**src/hw/rtl/ptc_pkg.sv**
```systemverilog
`timescale 1ns / 1ps
package ptc_pkg;

  localparam int unsigned DivSteps = 32;

  typedef struct packed {
    logic [15:0] t1;
    logic [15:0] t2;
    logic [15:0] t3;
    logic [15:0] p1;
    logic [15:0] p2;
    logic [15:0] p3;
    logic [15:0] p4;
    logic [15:0] p5;
    logic [15:0] p6;
    logic [15:0] p7;
    logic [15:0] p8;
    logic [15:0] p9;
  } trim_t;

  typedef struct packed {
    logic [31:0] tc;
    logic [31:0] tf;
    logic        fault;
    logic        dbl;
  } side_t;

  typedef struct packed {
    logic        valid;
    logic [31:0] rem;
    logic [31:0] nq;
    logic [31:0] div;
    side_t       side;
  } div_st_t;

  function automatic logic [31:0] asr(input logic [31:0] x, input logic [4:0] n);
    return $unsigned($signed(x) >>> n);
  endfunction

  function automatic logic [31:0] sx16(input logic [15:0] w);
    return {{16{w[15]}}, w};
  endfunction

  function automatic logic [31:0] zx16(input logic [15:0] w);
    return {16'd0, w};
  endfunction

endpackage

```
**src/hw/rtl/ptc_back.sv**
```systemverilog
`timescale 1ns / 1ps
module ptc_back (
  input  logic             clk,
  input  logic             rst,
  input  logic             en,
  input  ptc_pkg::trim_t   trim,
  input  ptc_pkg::div_st_t din,
  output logic             out_valid,
  output logic [31:0]      temperature_centi,
  output logic [31:0]      fine_temperature,
  output logic [31:0]      pressure_pa,
  output logic             divide_fault
);

  logic [2:0]    v;
  logic [31:0]   b1_p, b2_p, b2_sq, b2_m8, b3_p, b3_w1, b3_w2;
  ptc_pkg::side_t b1_s, b2_s, b3_s;

  always_ff @(posedge clk) begin
    if (rst) begin
      v         <= '0;
      out_valid <= 1'b0;
    end else if (en) begin
      v         <= {v[1:0], din.valid};
      out_valid <= v[2];
    end
  end

  always_ff @(posedge clk) begin
    if (en) begin
      b1_p  <= din.side.dbl ? (din.nq << 1) : din.nq;
      b1_s  <= din.side;

      b2_sq <= (b1_p >> 3) * (b1_p >> 3);
      b2_m8 <= (b1_p >> 2) * ptc_pkg::sx16(trim.p8);
      b2_p  <= b1_p;
      b2_s  <= b1_s;

      b3_w1 <= ptc_pkg::asr(ptc_pkg::sx16(trim.p9) * (b2_sq >> 13), 5'd12);
      b3_w2 <= ptc_pkg::asr(b2_m8, 5'd13);
      b3_p  <= b2_p;
      b3_s  <= b2_s;

      temperature_centi <= b3_s.tc;
      fine_temperature  <= b3_s.tf;
      divide_fault      <= b3_s.fault;
      pressure_pa       <= b3_s.fault ? 32'd0 :
        b3_p + ptc_pkg::asr(b3_w1 + b3_w2 + ptc_pkg::sx16(trim.p7), 5'd4);
    end
  end

endmodule

```
**config.mk**
```make
export PLATFORM = sky130hd
export DESIGN_NAME = ptc_back
export DESIGN_NICKNAME = d
export VERILOG_FILES = /design/src/hw/rtl/ptc_pkg.sv /design/src/hw/rtl/ptc_back.sv
export SDC_FILE = /design/constraint.sdc
export NUM_CORES = 2
export LEC_CHECK = 0
export BUFFER_PORTS_ARGS = -buffer_cell sky130_fd_sc_hd__buf_2
export CORE_AREA = 2 2 385 387
export DETAILED_ROUTE_END_ITERATION = 10
export DIE_AREA = 0 0 387 389
export GPL_TIMING_DRIVEN = 0
export PLACE_DENSITY = 0.48
export SYNTH_ARGS = -nofsm -noshare
export SYNTH_HDL_FRONTEND = slang
export SYNTH_SLANG_ARGS = --single-unit
```
**constraint.sdc**
```tcl
create_clock -name clk -period 19.05 [get_ports clk]
set_input_delay 1.905 -clock clk [delete_from_list [all_inputs] [get_ports clk]]
set_output_delay 1.905 -clock clk [all_outputs]
set_load 0.02 [all_outputs]
```
* After elaboration in Yosys (flattened, before gate mapping)
Index checks and enable logic that the tools add are counted.
** Word-level totals
- Register bits :: 495
- Word-level logic and storage cells :: 30
- Output and inout port bits :: 98
** Operators by class
- Multipliers :: 3
- Add/sub/neg operators :: 3
- Mux-type cells :: 1
** Operators by type and width (count)
- adder 32 bit :: 1
- multiplier 16 x 20 -> 32 bit :: 1
- multiplier 29 x 29 -> 32 bit :: 1
- multiplier 31 x 16 -> 32 bit :: 1
- 2-to-1 mux 32 bit :: 1
- adder 21 x 16 -> 22 bit :: 1
- adder 20 x 19 -> 21 bit :: 1

* Depth between registers and ports, before layout
- Depth in word-level cells :: 3
- Mapped depth :: 28

* Worst setup path before layout
OpenSTA, ideal clock, no wires.
- Kind :: input-to-reg
- From :: input port trim[1] (netlist bit)
- To :: register b3_w1[19] (netlist name)
- Required time :: 18.860 ns
- Setup time :: 0.190 ns
- Slack :: 11.095 ns
- Stages :: 24
- Arrival time :: 7.764 ns
- Path buffers :: 2
- Path through :: clkbuf_1 clkbuf_1 nand2_1 fa_1 inv_1 fa_1 inv_1 fa_1 inv_1 fa_1 inv_1 fa_1 inv_1 fa_1 ha_1 and3_1 a221oi_2 and3b_1 o21ai_2 a21oi_4 o21ai_2 o41ai_4 mux2i_1 a2111oi_2
** On the way
- Longest elaborated chain between the ends :: 1
** Ends and longest elaborated chain
- start, declared :: RTL line ptc_back.sv:6 : input ptc_pkg::trim_t trim,
- multiplier 16 x 20 -> 32 bit :: RTL line ptc_back.sv:39 : b3_w1 <= ptc_pkg::asr(ptc_pkg::sx16(trim.p9) * (b2_sq >> 13), 5'd12);
No other way between the ends.
A chain may end at the register's enable or synchronous reset.

* Final worst setup path
- From :: register b1_p[9]
- To :: register b2_sq[31], data pin
** On the way
- Longest elaborated chain between the ends :: 1
** Ends and longest elaborated chain
- start, declared :: RTL line ptc_back.sv:16 : logic [31:0] b1_p, b2_p, b2_sq, b2_m8, b3_p, b3_w1, b3_w2;
- start signal, assigned :: RTL line ptc_back.sv:31 : b1_p <= din.side.dbl ? (din.nq << 1) : din.nq;
- multiplier 29 x 29 -> 32 bit :: RTL line ptc_back.sv:34 : b2_sq <= (b1_p >> 3) * (b1_p >> 3);
- end signal, assigned :: RTL line ptc_back.sv:34
- end, declared :: RTL line ptc_back.sv:16
No other way between the ends.

==> reports/qor.csv <==
metric,value,unit
outcome,"complete, no violations",
start_util,34.75,%
synth_top_area_share,36.27,%
placementRows,141,
crit_buf_inv,6,
cpMaxStageDelayCell,clkbuf_1,
multi_input_area,32010,um2
grt_max_degree,126,
layout_commonest_cell,inv_1,
yosys_warnings,0,
slew_headroom,10.77,%
rsz0062_at_grt,no,
dieArea,150500,um2
cpMostUsedCell,fa_1,
die_w,387,um
postSynth.topFlopCell,edfxtp_1,
crit_family,adder cells,
skew,0.01108,ns
synthDistinctLibCells,67,
cts_resized,0,
dp_hpwl,118500,um
core,146600,um2
die_y,389,um
wirelength,145900,um
htreeDepth,2,
path_class,reg -> reg,
clk_path_buf_depth,3,
avgSynthCellArea,11.03,um2
min_period_over_period,49.72,%
finalHoldViolCount,0,
max_freq,0.1056,GHz
hp-class,reg -> reg,
crit_arrival,9.76,ns
grt_pass1_vias,34872,
grt_util_all_layers,19.90,%
fillCellCount,14503,
final_nets,6549,
synthTopCellsByArea,"fa_1, edfxtp_1, ha_1",
netlist_area,50950,um2
antenna_found_initial,21,
grt_pass1_wl,222500,um
worstMarginPinSlew,1.338,ns
routed_via_density,4.722,
num_vias,32449,
ff_latch_area,14040,um2
cp-end-kind,flip-flop,
postCtsSetupBuffers,0,
drt_first_pass_iters,5,
required,19.34,ns
setup_viol,0,
cts_buffers,47,
path_max_fanout,11,
fin_tns_setup,0,ns
cap_violations,0,
hold_buffers,0,
yosysTopAreaCell,fa_1,
final_cell_mix,"inv_1, fa_1, nand2_1, edfxtp_1, and2_1",
synth-edff-count,465,
period_minus_slack,9.471,ns
synth_nets,6265,
syn_inst,4619,
pin_count,456,
rrSetupSlack,9.58,ns
area_delta_synth_final,10.36,%
cts.sinks,469,
critPathMaxStageDelay,0.86,ns
overflow,0,
clockRootBuffer,clkbuf_16,
clkLatencyLatePin,0.59,ns
synthArstFlopShare,0,%
wl_per_cell,21.23,um
place.gp.congestion,0.9412,
start_kind,flip-flop,
ant_nets,0,
ys_ff_latch,469,
drive_gt1_share,7.438,%
clk_pin_slew_worst_paths,0.06,ns
remaining_drc_errors,0,
finalMaxSlewViolations,0,
drt_iter0_markers,2179,
io_buffers,231,
yosysSeqAreaShare,27.56,%
cts_tree,done,
## synthesized netlist by cell type (all sizes together), types with 5 or more instances
| master | instances |
|---|---|
| inv | 1126 |
| fa | 923 |
| nand2 | 507 |
| edfxtp | 465 |
| and2 | 405 |
| ha | 365 |
| clkbuf | 171 |
| xnor2 | 107 |
| nor2 | 101 |
| a21oi | 66 |
| xor2 | 41 |
| o21ai | 40 |
| a21o | 38 |
| mux2 | 34 |
| nand2b | 28 |
| nor2b | 19 |
| o21a | 18 |
| nor3 | 14 |
| a211oi | 12 |
| a31oi | 12 |
| and3 | 12 |
| nand3 | 11 |
| nand4 | 9 |
| o21bai | 8 |
| or2 | 8 |
| buf | 6 |
| mux2i | 6 |
| o31a | 5 |
## flip-flops by register name, indices dropped and copies added, names as in the netlist
name,flops
divide_fault,1
b2_p,32
b2_sq,19
pressure_pa,32
v,3
b2_m8,19
fine_temperature,32
b3_w1,20
b3_w2,19
temperature_centi,32
b1_p,32
out_valid,1
b1_s,65
b2_s,65
b3_s,65
b3_p,32
## final cells by class
| class | count | area share [%] |
|---|---|---|
| Inverter | 1127 | 7.523 |
| Clock inverter | 29 | 0.6320 |
| Timing Repair Buffer | 235 | 2.270 |
| Buffer | 177 | 1.184 |
| Clock buffer | 51 | 2.156 |
| Antenna cell | 8 | 0.03560 |
| Sequential cell | 469 | 24.98 |
| Multi-Input combinational cell | 2846 | 56.93 |
| Tap cell | 1930 | 4.295 |
## cell families after synthesis
group / count (synthesis) / synth area share (%)
AOI/OAI and AO/OA: 241 / 3.337
xor gates and xnor gates: 148 / 2.544
adders and majority gates: 1288 / 45.23
buffers and inverters: 1304 / 9.609
DFF: 469 / 27.56
muxes: 40 / 0.8693
and+or+nand+nor: 1129 / 10.85
## worst reg2reg max path: stages, from the launching register on
cell and delay, ns:
edfxtp_1 0.50, clkbuf_1 0.75, clkbuf_1 0.88, and2_1 0.35, fa_1 0.48, fa_1 0.55, inv_1 0.05, fa_1 0.52
fa_1 0.40, inv_1 0.07, fa_1 0.43, fa_1 0.50, fa_1 0.49, inv_1 0.05, fa_1 0.49, inv_1 0.04
ha_1 0.32, a21o_1 0.19, a21oi_1 0.19, o21ai_0 0.12, a211o_1 0.33, a32oi_1 0.42, a31oi_1 0.25, a21o_1 0.25
a21oi_1 0.17, xnor2_1 0.36
## stage by stage
step	worst slack, ns	instances	utilization [%]	area (um2)	hold WS, ns
floorplan	11.10	4619	-	50950	0.4003
detailed placement	9.608	6784	37.27	54640	0.4045
finish	9.579	6872	38.35	56230	0.4088
global route	9.251	6865	38.34	56210	0.4175
global placement	8.937	6780	37.19	54520	0.4001
CTS	9.583	6864	38.34	56210	0.4029
## path summary, 6_finish.rpt
kind | start | end | cells past startpoint
worst max-delay path | b1_p[9]$_DFFE_PP_ | b2_sq[31]$_DFFE_PP_ | 25
worst min-delay path | b1_s[65]$_DFFE_PP_ | b2_s[65]$_DFFE_PP_ | 0
worst max register to register | b1_p[9]$_DFFE_PP_ | b2_sq[31]$_DFFE_PP_ | 25
worst min register to register | b1_s[65]$_DFFE_PP_ | b2_s[65]$_DFFE_PP_ | 0
## routing by layer
layer  track usage [%]  vias to the layer above  wire length (um)
met4             6.011                        8              4809
met5                 0                        -                57
met2             32.72                      941             68540
met3             2.590                      195              8382
met1             27.45                    16788             64110
li1                  -                    14517                 -
Power is left out: the tool's default activity adds up to more than one toggle a clock period on the data nets, which glitch-free logic cannot reach.
